File: src/rtl/core/enf_pkg.sv
// Shared types and constants of the expiring notice list.
`default_nettype none

package enf_pkg;

    localparam int LIST_DEPTH = 32;
    localparam int PTR_W      = $clog2(LIST_DEPTH);
    localparam int CNT_W      = 6;
    localparam int TTL_W      = 15;
    localparam int ADDR_W     = 3;
    localparam int IN_DATA_W  = 112;
    localparam int OUT_DATA_W = 136;

    localparam logic [TTL_W-1:0] TTL_CAP      = 15'd30000;
    localparam logic [TTL_W-1:0] TTL_DEFAULT  = 15'd5000;
    localparam logic [CNT_W-1:0] LIVE_DEFAULT = 6'd8;
    localparam logic [CNT_W-1:0] LIVE_CAP     = 6'd32;
    localparam logic [6:0]       TITLE_CAP    = 7'd96;
    localparam logic [8:0]       BODY_CAP     = 9'd256;

    // Register index, taken from paddr[2].
    localparam logic REG_MAX_LIVE    = 1'b0;
    localparam logic REG_DEFAULT_TTL = 1'b1;

    localparam logic OP_POST  = 1'b0;
    localparam logic OP_SWEEP = 1'b1;

    localparam logic [1:0] KIND_INFO    = 2'd0;
    localparam logic [1:0] KIND_UNKNOWN = 2'd3;

    // Input item, last field (now_ms) in the lowest bits.
    typedef struct packed {
        logic [15:0] payload_tag;
        logic        source_present;
        logic [8:0]  body_length;
        logic [6:0]  title_length;
        logic [1:0]  kind_code;
        logic [31:0] ttl_request;
        logic [39:0] now_ms;
    } t_in;

    // One stored notice, entry_id in the lowest bits.
    typedef struct packed {
        logic             source;
        logic [8:0]       body_len;
        logic [6:0]       title_len;
        logic [15:0]      tag;
        logic [TTL_W-1:0] ttl;
        logic [1:0]       kind;
        logic [39:0]      stamp;
        logic [31:0]      id;
    } t_entry;

    localparam int IN_W      = $bits(t_in);
    localparam int ENTRY_W   = $bits(t_entry);
    localparam int IN_PAD_W  = IN_DATA_W - IN_W;
    localparam int OUT_PAD_W = OUT_DATA_W - ENTRY_W - CNT_W - 1;

    typedef enum logic [7:0] {
        ST_IDLE    = 8'b0000_0001,
        ST_POST    = 8'b0000_0010,
        ST_SW_RD   = 8'b0000_0100,
        ST_SW_CHK  = 8'b0000_1000,
        ST_EM_RD   = 8'b0001_0000,
        ST_EM_LOAD = 8'b0010_0000,
        ST_EM_WAIT = 8'b0100_0000,
        ST_SPARE   = 8'b1000_0000
    } t_state;

endpackage

`default_nettype wire

File: src/rtl/core/expiring_notice_fifo.sv
// Top level of the expiring notice list: sequencer, circular store and ports.
// Usage:
//   The slave stream carries one operation per transaction: i_s_tuser 0 posts a
//   notice, 1 runs an expiry sweep. A transaction is taken only while the block
//   is idle; o_s_tready stays low until every result of the previous one has
//   been delivered. After a post, or a sweep that removed something, the whole
//   list goes out on the master stream, oldest first, o_m_tlast on the final
//   one; an empty list gives one marker with o_m_tuser 0.
//   A post writes the notice, then each listed notice is read, loaded and
//   offered in turn on the single read port of the notice memory. A sweep
//   reads and checks each live notice through the one shared expiry compare,
//   then lists the survivors the same way, or gives the empty marker.
//   A rejected post (zero title length) and a sweep that removes nothing return
//   to idle with no results.
//   The result sits in an output register; a stall on i_m_tready holds it and
//   the sequencer waits. Reset empties the list, sets the next id to 1 and
//   restores both registers (capacity 8, default lifetime 5000 ms). The notice
//   memory needs no clearing, since only slots below the live count are read.
//   The user must write APB configuration only while idle; it is not enforced.
`default_nettype none

module expiring_notice_fifo (
    input  wire logic                           i_clk,
    input  wire logic                           i_rst_n,
    input  wire logic                           i_s_tvalid,
    output logic                                o_s_tready,
    // now_ms, ttl_request, kind_code, title_length, body_length,
    // source_present, payload_tag (lowest bit up), zero padded
    input  wire logic [enf_pkg::IN_DATA_W-1:0]  i_s_tdata,
    // operation
    input  wire logic                           i_s_tuser,
    output logic                                o_m_tvalid,
    input  wire logic                           i_m_tready,
    // entry_id, stamp_ms, out_kind, out_ttl, out_tag, out_title_length,
    // out_body_length, out_source_present, list_count, dropped_oldest
    // (lowest bit up), zero padded
    output logic [enf_pkg::OUT_DATA_W-1:0]      o_m_tdata,
    // entry_valid
    output logic                                o_m_tuser,
    output logic                                o_m_tlast,
    input  wire logic                           psel,
    input  wire logic                           penable,
    input  wire logic                           pwrite,
    input  wire logic [enf_pkg::ADDR_W-1:0]     paddr,
    input  wire logic [31:0]                    pwdata,
    output logic [31:0]                         prdata,
    output logic                                pready
);

    enf_pkg::t_state                    r_state, n_state;
    logic [enf_pkg::CNT_W-1:0]          r_max_live;
    logic [enf_pkg::TTL_W-1:0]          r_default_ttl;
    logic [enf_pkg::PTR_W-1:0]          r_head, n_head;
    logic [enf_pkg::CNT_W-1:0]          r_count, n_count;
    logic [31:0]                        r_next_id, n_next_id;
    logic [enf_pkg::CNT_W-1:0]          r_idx, n_idx;
    logic [enf_pkg::CNT_W-1:0]          r_wr, n_wr;
    logic                               r_changed, n_changed;
    logic                               r_dropped, n_dropped;
    enf_pkg::t_in                       r_in, n_in;
    logic                               r_m_valid, n_m_valid;
    enf_pkg::t_entry                    r_m_entry, n_m_entry;
    logic                               r_m_tuser, n_m_tuser;
    logic                               r_m_last, n_m_last;
    logic [enf_pkg::CNT_W-1:0]          r_m_count, n_m_count;
    logic                               r_m_dropped, n_m_dropped;

    enf_pkg::t_entry                    mem [enf_pkg::LIST_DEPTH];
    enf_pkg::t_entry                    r_rd_data;
    logic                               mem_we;
    logic [enf_pkg::PTR_W-1:0]          mem_wa;
    logic [enf_pkg::PTR_W-1:0]          mem_ra;
    enf_pkg::t_entry                    mem_wd;

    enf_pkg::t_in                       s_in;
    logic                               cfg_we;
    logic [enf_pkg::CNT_W-1:0]          cfg_live;
    logic [enf_pkg::TTL_W-1:0]          cfg_ttl;

    logic                               post_full;
    logic [enf_pkg::PTR_W-1:0]          post_head;
    logic [enf_pkg::CNT_W-1:0]          post_count;
    logic [enf_pkg::TTL_W-1:0]          post_ttl;
    enf_pkg::t_entry                    post_entry;
    logic                               expired;

    assign s_in = enf_pkg::t_in'(i_s_tdata[enf_pkg::IN_W-1:0]);

    // Configuration port.
    assign pready = 1'b1;
    assign cfg_we = psel & penable & pwrite;

    always_comb begin
        cfg_live = pwdata[enf_pkg::CNT_W-1:0];
        if (cfg_live == '0) begin
            cfg_live = enf_pkg::LIVE_DEFAULT;
        end else if (cfg_live > enf_pkg::LIVE_CAP) begin
            cfg_live = enf_pkg::LIVE_CAP;
        end
        cfg_ttl = pwdata[enf_pkg::TTL_W-1:0];
        if (cfg_ttl == '0) begin
            cfg_ttl = enf_pkg::TTL_DEFAULT;
        end else if (cfg_ttl > enf_pkg::TTL_CAP) begin
            cfg_ttl = enf_pkg::TTL_CAP;
        end
    end

    always_comb begin
        case (paddr[2])
            enf_pkg::REG_MAX_LIVE:    prdata = {{(32-enf_pkg::CNT_W){1'b0}}, r_max_live};
            enf_pkg::REG_DEFAULT_TTL: prdata = {{(32-enf_pkg::TTL_W){1'b0}}, r_default_ttl};
            default:                  prdata = '0;
        endcase
    end

    // Post: when full, evict the oldest by advancing the head, then append at the tail.
    assign post_full  = (r_count >= r_max_live) && (r_count != '0);
    assign post_head  = r_head + enf_pkg::PTR_W'(post_full);
    assign post_count = r_count - enf_pkg::CNT_W'(post_full);

    always_comb begin
        if (r_in.ttl_request == '0) begin
            post_ttl = r_default_ttl;
        end else if (r_in.ttl_request > {{(32-enf_pkg::TTL_W){1'b0}}, enf_pkg::TTL_CAP}) begin
            post_ttl = enf_pkg::TTL_CAP;
        end else begin
            post_ttl = r_in.ttl_request[enf_pkg::TTL_W-1:0];
        end
        post_entry.id     = r_next_id;
        post_entry.stamp  = r_in.now_ms;
        post_entry.ttl    = post_ttl;
        post_entry.kind   = (r_in.kind_code == enf_pkg::KIND_UNKNOWN) ?
                            enf_pkg::KIND_INFO : r_in.kind_code;
        post_entry.tag    = r_in.payload_tag;
        post_entry.title_len = (r_in.title_length > enf_pkg::TITLE_CAP) ?
                               enf_pkg::TITLE_CAP : r_in.title_length;
        post_entry.body_len  = (r_in.body_length > enf_pkg::BODY_CAP) ?
                               enf_pkg::BODY_CAP : r_in.body_length;
        post_entry.source = r_in.source_present;
    end

    // The shared expiry compare; the sum carries into a 41st bit.
    assign expired = {1'b0, r_in.now_ms} >=
                     ({1'b0, r_rd_data.stamp} + 41'(r_rd_data.ttl));

    always_comb begin
        n_state     = r_state;
        n_head      = r_head;
        n_count     = r_count;
        n_next_id   = r_next_id;
        n_idx       = r_idx;
        n_wr        = r_wr;
        n_changed   = r_changed;
        n_dropped   = r_dropped;
        n_in        = r_in;
        n_m_valid   = r_m_valid;
        n_m_entry   = r_m_entry;
        n_m_tuser   = r_m_tuser;
        n_m_last    = r_m_last;
        n_m_count   = r_m_count;
        n_m_dropped = r_m_dropped;
        mem_we      = 1'b0;
        mem_wa      = post_head + post_count[enf_pkg::PTR_W-1:0];
        mem_wd      = post_entry;
        mem_ra      = r_head + r_idx[enf_pkg::PTR_W-1:0];
        case (r_state)
            enf_pkg::ST_IDLE: begin
                if (i_s_tvalid) begin
                    n_in      = s_in;
                    n_idx     = '0;
                    n_wr      = '0;
                    n_changed = 1'b0;
                    n_dropped = 1'b0;
                    if (i_s_tuser == enf_pkg::OP_SWEEP) begin
                        n_state = enf_pkg::ST_SW_RD;
                    end else if (s_in.title_length != '0) begin
                        n_state = enf_pkg::ST_POST;
                    end
                end
            end
            enf_pkg::ST_POST: begin
                mem_we    = 1'b1;
                n_head    = post_head;
                n_count   = post_count + 1'b1;
                n_next_id = r_next_id + 1'b1;
                n_dropped = post_full;
                n_state   = enf_pkg::ST_EM_RD;
            end
            enf_pkg::ST_SW_RD: begin
                if (r_idx == r_count) begin
                    n_count = r_wr;
                    n_idx   = '0;
                    if (!r_changed) begin
                        n_state = enf_pkg::ST_IDLE;
                    end else if (r_wr == '0) begin
                        // Everything expired: a single empty marker.
                        n_m_valid   = 1'b1;
                        n_m_entry   = '0;
                        n_m_tuser   = 1'b0;
                        n_m_last    = 1'b1;
                        n_m_count   = '0;
                        n_m_dropped = 1'b0;
                        n_state     = enf_pkg::ST_EM_WAIT;
                    end else begin
                        n_state = enf_pkg::ST_EM_RD;
                    end
                end else begin
                    n_state = enf_pkg::ST_SW_CHK;
                end
            end
            enf_pkg::ST_SW_CHK: begin
                // The write slot never passes the read slot, so compaction is in place.
                if (expired) begin
                    n_changed = 1'b1;
                end else begin
                    mem_we = 1'b1;
                    mem_wa = r_head + r_wr[enf_pkg::PTR_W-1:0];
                    mem_wd = r_rd_data;
                    n_wr   = r_wr + 1'b1;
                end
                n_idx   = r_idx + 1'b1;
                n_state = enf_pkg::ST_SW_RD;
            end
            enf_pkg::ST_EM_RD: begin
                n_state = enf_pkg::ST_EM_LOAD;
            end
            enf_pkg::ST_EM_LOAD: begin
                n_m_valid   = 1'b1;
                n_m_entry   = r_rd_data;
                n_m_tuser   = 1'b1;
                n_m_last    = (r_idx + 1'b1) == r_count;
                n_m_count   = r_count;
                n_m_dropped = r_dropped;
                n_state     = enf_pkg::ST_EM_WAIT;
            end
            enf_pkg::ST_EM_WAIT: begin
                if (i_m_tready) begin
                    n_m_valid = 1'b0;
                    if (r_m_last) begin
                        n_state = enf_pkg::ST_IDLE;
                    end else begin
                        n_idx   = r_idx + 1'b1;
                        n_state = enf_pkg::ST_EM_RD;
                    end
                end
            end
            default: begin
                n_state = enf_pkg::ST_IDLE;
            end
        endcase
    end

    always_ff @(posedge i_clk) begin
        if (!i_rst_n) begin
            r_state       <= enf_pkg::ST_IDLE;
            r_max_live    <= enf_pkg::LIVE_DEFAULT;
            r_default_ttl <= enf_pkg::TTL_DEFAULT;
            r_head        <= '0;
            r_count       <= '0;
            r_next_id     <= 32'd1;
            r_m_valid     <= 1'b0;
        end else begin
            r_state   <= n_state;
            r_head    <= n_head;
            r_count   <= n_count;
            r_next_id <= n_next_id;
            r_m_valid <= n_m_valid;
            if (cfg_we && pready) begin
                case (paddr[2])
                    enf_pkg::REG_MAX_LIVE:    r_max_live    <= cfg_live;
                    enf_pkg::REG_DEFAULT_TTL: r_default_ttl <= cfg_ttl;
                    default:                  r_max_live    <= r_max_live;
                endcase
            end
        end
    end

    always_ff @(posedge i_clk) begin
        r_idx       <= n_idx;
        r_wr        <= n_wr;
        r_changed   <= n_changed;
        r_dropped   <= n_dropped;
        r_in        <= n_in;
        r_m_entry   <= n_m_entry;
        r_m_tuser   <= n_m_tuser;
        r_m_last    <= n_m_last;
        r_m_count   <= n_m_count;
        r_m_dropped <= n_m_dropped;
    end

    // Notice memory: one write and one registered read per cycle.
    always_ff @(posedge i_clk) begin
        if (mem_we) begin
            mem[mem_wa] <= mem_wd;
        end
        r_rd_data <= mem[mem_ra];
    end

    assign o_s_tready = (r_state == enf_pkg::ST_IDLE);
    assign o_m_tvalid = r_m_valid;
    assign o_m_tdata  = {{enf_pkg::OUT_PAD_W{1'b0}}, r_m_dropped, r_m_count, r_m_entry};
    assign o_m_tuser  = r_m_tuser;
    assign o_m_tlast  = r_m_last;

endmodule

`default_nettype wire

File: config.mk
export PLATFORM = sky130hd
export DESIGN_NAME = expiring_notice_fifo
export DESIGN_NICKNAME = d
export VERILOG_FILES = /design/src/rtl/core/enf_pkg.sv /design/src/rtl/core/expiring_notice_fifo.sv
export SDC_FILE = /design/constraint.sdc
export NUM_CORES = 2
export LEC_CHECK = 0
export CAP_MARGIN = 20
export CELL_PAD_IN_SITES_DETAIL_PLACEMENT = 1
export CELL_PAD_IN_SITES_GLOBAL_PLACEMENT = 1
export CORE_MARGIN = 10
export CORE_UTILIZATION = 50
export DETAILED_ROUTE_END_ITERATION = 6
export DONT_BUFFER_PORTS = 1
export PLACE_DENSITY = 0.82
export SLEW_MARGIN = 10
export SYNTH_ARGS = -nofsm -noshare
export SYNTH_HDL_FRONTEND = slang
export SYNTH_SLANG_ARGS = --single-unit
export TNS_END_PERCENT = 100
File: constraint.sdc
create_clock -name i_clk -period 11.66 [get_ports i_clk]
set_clock_uncertainty 0.15 [all_clocks]
set_input_delay 0.583 -clock i_clk [delete_from_list [all_inputs] [get_ports i_clk]]
set_output_delay 0.583 -clock i_clk [all_outputs]
set_load 0.02 [all_outputs]
Word-level counts from Yosys, hierarchy flattened. Memory sizes are Yosys's and may differ from the RTL's. A register that Yosys moved wholly into a read port is not among the register bits. Index checks and enable logic that the tools add are counted.

Flip-flop bits (word level): 325. Memory bits (writable): 3904. Input bits: 155. Output and inout bits: 173. Word-level logic and storage cells: 153. Memories kept: 1.

Add/sub/neg operators: 10. Magnitude comparators: 7. Equal/unequal tests: 19. Mux-type cells: 59. Bitwise gates (word level): 3. Reduce and logical (&&, ||, !) cells: 24.

Memory list: mem (depth 32, bits a word 122, read ports 1, clocked after Yosys merged registers in 1, wr ports 1, line expiring_notice_fifo.sv:68) `enf_pkg::t_entry mem [enf_pkg::LIST_DEPTH];`.

Operator list (count): $mux 122 (5); $pmux 122 s2 (1); $mux 6 (11); $pmux 32 s2 (1); $mux 15 (4); $pmux 8 s7 (1); $add 40x15->41 (1); $ge 40x41->1 (1); $mux 8 (5); $pmux 6 s2 (3); $add 32x1->32 const B (1); $gt 32x15->1 const B (1); $logic_not 32->1 (1); $pmux 6 s4 (1); $mux 7 (3); $add 6x1->6 const B (3); $ne 2x2->1 const B (8); $add 5x5->5 (3); $gt 15x15->1 const B (1); $logic_not 15->1 (1); $mux 5 (3); $eq 6x6->1 (2); $logic_not 6->1 (2); $mux 1 (12); 31 further kinds (47).

Depth between registers and ports, before layout.
Word-level depth: 6. Depth in mapped cells: 20. Depth with buffers taken out: 18.

Least setup slack after synthesis. No wires, ideal clock.

Path type: reg2reg. Start point: register r_rd_data[32] (netlist name). End point: memory mem[24][0] (netlist name), enable pin. Library setup time: 0.655 ns. Arrival: 10.395 ns. Required time: 10.855 ns. Setup slack: 0.460 ns. Cell stages (with the launch flop): 19. Path buffers: 1. Clock period less this slack: 11.200 ns. Path through: dfxtp_1 -> ha_1 -> inv_1 -> fa_1 -> nor2b_1 -> o31a_1 -> o21a_1 -> a221oi_1 -> o21ba_2 -> nor4b_1 -> xnor2_1 -> ha_1 -> nand4_1 -> nor4_1 -> a31o_2 -> a2111oi_4 -> or4_1 -> clkbuf_1 -> a22oi_1.

Word-level cells in the longest chain between the ends: 6. Elaborated cells between the ends (all ways): 8. Those cells by class: 1 x add/sub; 1 x order compare; 6 x mux.

Ends and longest elaborated chain: $add 40x15->41 * (line expiring_notice_fifo.sv:144) `({1'b0, r_rd_data.stamp} + 41'(r_rd_data.ttl));`; $ge 40x41->1 * (line expiring_notice_fifo.sv:143) `assign expired = {1'b0, r_in.now_ms} >=`; $mux 1 (line expiring_notice_fifo.sv:213) `if (expired) begin`; $pmux 1 s2 (line expiring_notice_fifo.sv:166) `case (r_state)`; $mux 1 (line expiring_notice_fifo.sv:293) `if (mem_we) begin`; $mux 1 (not written as such) (line expiring_notice_fifo.sv:294) `mem[mem_wa] <= mem_wd;`; end, declared (line expiring_notice_fifo.sv:68).

Mark *: on every way between the ends. The rest lies on a longest branch, timed or not.

Worst setup path after layout.
Start point: register r_rd_data[32] (netlist name). End point: memory mem[0][30] (netlist name), enable pin.

Word-level cells in the longest chain between the ends: 6. Elaborated cells between the ends (all ways): 8. Those cells by class: 1 x add/sub; 1 x order compare; 6 x mux.

Ends and longest elaborated chain (line): $add 40x15->41 * (expiring_notice_fifo.sv:144); $ge 40x41->1 * (expiring_notice_fifo.sv:143); $mux 1 (expiring_notice_fifo.sv:213); $pmux 1 s2 (expiring_notice_fifo.sv:166); $mux 1 (expiring_notice_fifo.sv:293); $mux 1 (not written as such) (expiring_notice_fifo.sv:294).

Marks and branches as above.

==> results.txt <==
The buffers inserted during post-CTS setup optimization is 0. The proportion of power drawn by flip-flops and latches came out at 43.8%. The global-route wire length before repair is approximately 780 mm. Summed over its instances, the top area cell type makes up between 70% and 80% of the synthesized netlist area.

After synthesis, the largest family of logic cells by area is multiplexers. Entering global routing, the biggest net connects 150 pins. The remaining global-route overflow came out at 0. The async set-reset flop share out of synthesis came out at 0%.

The endpoint required time on the critical path is 12060 ps. The setup TNS came out at 0 ps. The endpoint kind of the worst setup timing path is a flop.

The fraction of power spent switching nets is just over 30%. The vertical extent of the die came out at approximately 600 um. The worst reg-to-reg path cell count came out at 20. After Yosys synthesis, XOR and XNOR cells account for 0.5714% of the synthesized area.

The ratio of cells with drive above 1 in the final layout came out at 20.82%. The switching power of the nets came out at 12.94 mW. The combinational fraction of design power is 22.1%. Once placement completed, the tool counted placed cells totaling 13050. The core area is 336300 um2. Setup repair after global routing left no endpoint under its margin. The largest voltage drop on the vdd net came out at between 0.2 and 0.25 mV. The number of antenna violations at the first check in global routing is 38. The count of hold-fix buffers inserted at cts is 154.

The first detailed-routing pass took 7 iterations. Yosys attributes the largest share of cell area to edfxtp_1 74%, mux4_2 13%, nand2_1 2.6%. The final reports fail on design-rule violations.

The critical path is of the flop to flop type. The initial standard-cell utilization of the core came out at 50.13%. The cell row count is 213. The final number of setup-violating endpoints came out at 0. The routability congestion estimate came out at 0.8714. The part of the Yosys area used for sequential elements is 76.32%. The post-synthesis simple-gate area fraction is 5.931%.

The final non-filler cell total is between 10000 and 15000. On the worst path, the slowest cell contributes a delay of 1140 ps. Along the worst path, the maximum fanout reaches 42. The average size of a mapped cell is around 19 um2. The largest total area in the synthesized netlist belongs to edfxtp_1.

The via count came out at about 95000. The count of input and output buffers came out at 0. The upper clock frequency limit is 0.1115 GHz. The TritonCTS clock tree is built.

The most common cell after layout, fill and taps aside is edfxtp_1. Counting instances, the worst hold path has a depth of 1. Among cell families on the critical path, the largest total delay comes from compound AO/OA/AOI/OAI gates. The clock sink total came out at ~4400. The final critical path takes up about three quarters of the cycle. After layout, the minimum clock period comes to ~9000 ps. The total of flip-flops plus latches after synthesis is 4350. Dividing total power by cell area gives a power density of between 200 and 250 nW/um2.

After clock tree synthesis, the clock-pin slew on the worst setup and hold paths is 80 ps. The most used flip-flop cell after synthesis is edfxtp_1. The floorplan step defined a die boundary enclosing 360800 um2. The number of global-route vias before repair is roughly 100k. The tree is rooted in a clkbuf_16. Counting both buffers and inverters, the worst setup path holds a total of 3. The average via count per standard cell came out at ~6.8. The horizontal die dimension came out at approximately 600 um. The worst hold path belongs to the class input pin to flop. The actual transition at the worst max-transition pin came out at 1478 ps. The clock buffer count from CTS is 422.

Detailed placement ended at an HPWL of 266.2 mm. On the final layout, the worst hold slack is around 45 ps. The number of logic stages on the critical path including buffering came out at 20.

The number of gates resized after CTS was 0. The tool flagged a number of max-cap violations equal to 0. For this design the static power due to leakage is about 60 nW. The number of nets with antenna violations after detailed routing came out at 0.

The initial detailed-routing violation count is 15000. The overall routing resource usage is between 20% and 30%. The adder and majority cell fraction of the synthesized area came out at 0.6486%. For the worst-skew pair, the clock arrives at the later sink with an insertion delay of 1010 ps. Summing the areas of all compound-gate instances in the mapped netlist gives 1.515% of the synthesized area. The clock tree synthesis step divided the H-tree into 5 levels. The number of nets in the final layout came out at 9364.

The cell area after synthesis came out at 168600 um2. The synthesized netlist contains 68 unique library cells. The slowest stage of the critical path is the a22oi_2 cell. The cell internal power dissipation came out at 29.09 mW. The worst setup path is launched from a flop. The final number of max-transition violations came out at 0. The signal on the critical path passes through ha_1, inv_1, fa_1, nor2b_1, o31a_1, o21a_1, a21oi_1, or2_2, nor3_1, xnor2_1, ha_1, nand2_1, or3_1, o22ai_1, or3_1, o31a_1, buf_4, nand4_1, a22oi_2, buf_4. The area added between synthesis and finish came out at 13.12%.

The final core utilization is 56.71%. The count of flip-flops with a built-in enable after synthesis is 4156. The number of warnings printed during yosys synthesis came out at 0. In the final routed layout, each cell accounts on average for about 39 um. The total routed wirelength is roughly 550 mm. The remaining routing DRC violations is 1.

The number of hold violations in the final report is 0. The library cells used most frequently in the layout, excluding fill and tap cells, are 4156 x edfxtp_1, 1190 x nand2_1, 976 x mux4_2. Multiplexer cells account for 13.71% of the synthesized area. The flow ran to the end, but the final reports show violations.

After technology mapping, the gate count stands at around 9000. The fraction of power consumed by the clock network is 34.1%. In this run the deepest clock path goes through 4 buffers. The relative slew slack came out at 1.442%. The total I/O pin count is 328. The data arrival at the endpoint of the critical path came out at roughly 9400 ps.
final timing paths:
kind,from,slack (ps),end
setup / recovery,r_rd_data[32]$_DFF_P_,2690,mem[0][30]$_DFFE_PP_
hold / removal,i_s_tdata[80],40,r_in[80]$_DFFE_PP_
setup reg to reg,r_rd_data[32]$_DFF_P_,2690,mem[0][30]$_DFFE_PP_
hold reg to reg,r_default_ttl[4]$_SDFFE_PN0P_,390,r_default_ttl[4]$_SDFFE_PN0P_
cell usage after synthesis, types with 6 or more instances:
cell type	n
a21boi_0	24
o21ai_0	175
and2_1	152
nor4_1	44
nand3_1	660
nand2_1	1190
a31oi_1	10
buf_1	178
and3_1	10
inv_1	54
nor3b_1	6
nor4b_1	6
nand2b_1	9
ha_1	81
o21a_1	10
nand4_1	20
a22o_1	7
xor2_1	33
a21oi_1	60
nor2b_1	13
or3_1	16
mux2i_1	7
mux2_2	55
buf_4	26
mux2_1	40
mux4_2	976
o41ai_1	10
clkbuf_1	277
a22oi_1	37
buf_2	14
a21o_1	20
nor2_1	62
edfxtp_1	4156
o211ai_1	13
nor3_1	14
or4_1	7
dfxtp_1	194
xnor2_1	77
registers in the layout, summed over array words and instances (netlist names), 5 cells and up:
| register | cells |
|---|---|
| mem | 3904 |
| o_m_tdata | 122 |
| post_entry | 57 |
| r_count | 6 |
| r_default_ttl | 15 |
| r_head | 5 |
| r_idx | 6 |
| r_in | 50 |
| r_m_count | 6 |
| r_max_live | 6 |
| r_next_id | 32 |
| r_rd_data | 122 |
| r_state | 7 |
| r_wr | 6 |
per-stage QoR:
| step | total power, mW | worst slack [ps] | cell area [um2] |
|---|---|---|---|
| floorplan | 24.39 | 460.4 | 168700 |
| global placement | 27.00 | 3575 | 174700 |
| detailed placement | 27.44 | 3046 | 174700 |
| CTS | 41.70 | 2716 | 190400 |
| global route | 43.18 | 2602 | 190700 |
| finish | 42.04 | 2692 | 190700 |
routing by layer:
layer,part of all wire [%],global-route usage (%)
met1,33,36.69
met2,49,48.49
met3,12,6.347
met4,6.9,17.03
met5,0.040,0
cell type report:
cell class | instances | area (um2)
diodes | 17 | 42.54
clock buffers | 524 | 11200
clock inverters | 263 | 2912
fillers | 28910 | 145600
inverters | 54 | 207.7
multi-input cells | 3929 | 38340
flip-flops and latches | 4350 | 128700
well taps | 4515 | 5649
repair buffers | 367 | 3702
worst reg2reg max path, delay by kind of cell (launching register included):
kind            cells  cell delay (ps)
fa+ha+maj           3             1000
compound gates      6             2970
flops               1              440
buf+inv             3             1430
simple gates        7             2270
xor+xnor            1              130
power by group through the flow:
stage	clock network, mW	logic [mW]	registers [mW]
after CTS	14.2	9.11	18.4
after global routing	15.0	9.81	18.4
after detailed placement	0	8.76	18.7
after floorplan	0	6.08	18.3
after global placement	0	8.35	18.6
final	14.3	9.31	18.4
cell families after synthesis:
group	after synthesis
buffers and inverters	550
xor gates and xnor gates	110
adders and majority gates	85
other	2
muxes	1078
AOI/OAI and AO/OA	407
and+or+nand+nor	2224
DFF	4350
(Power assumes the default switching activity.)
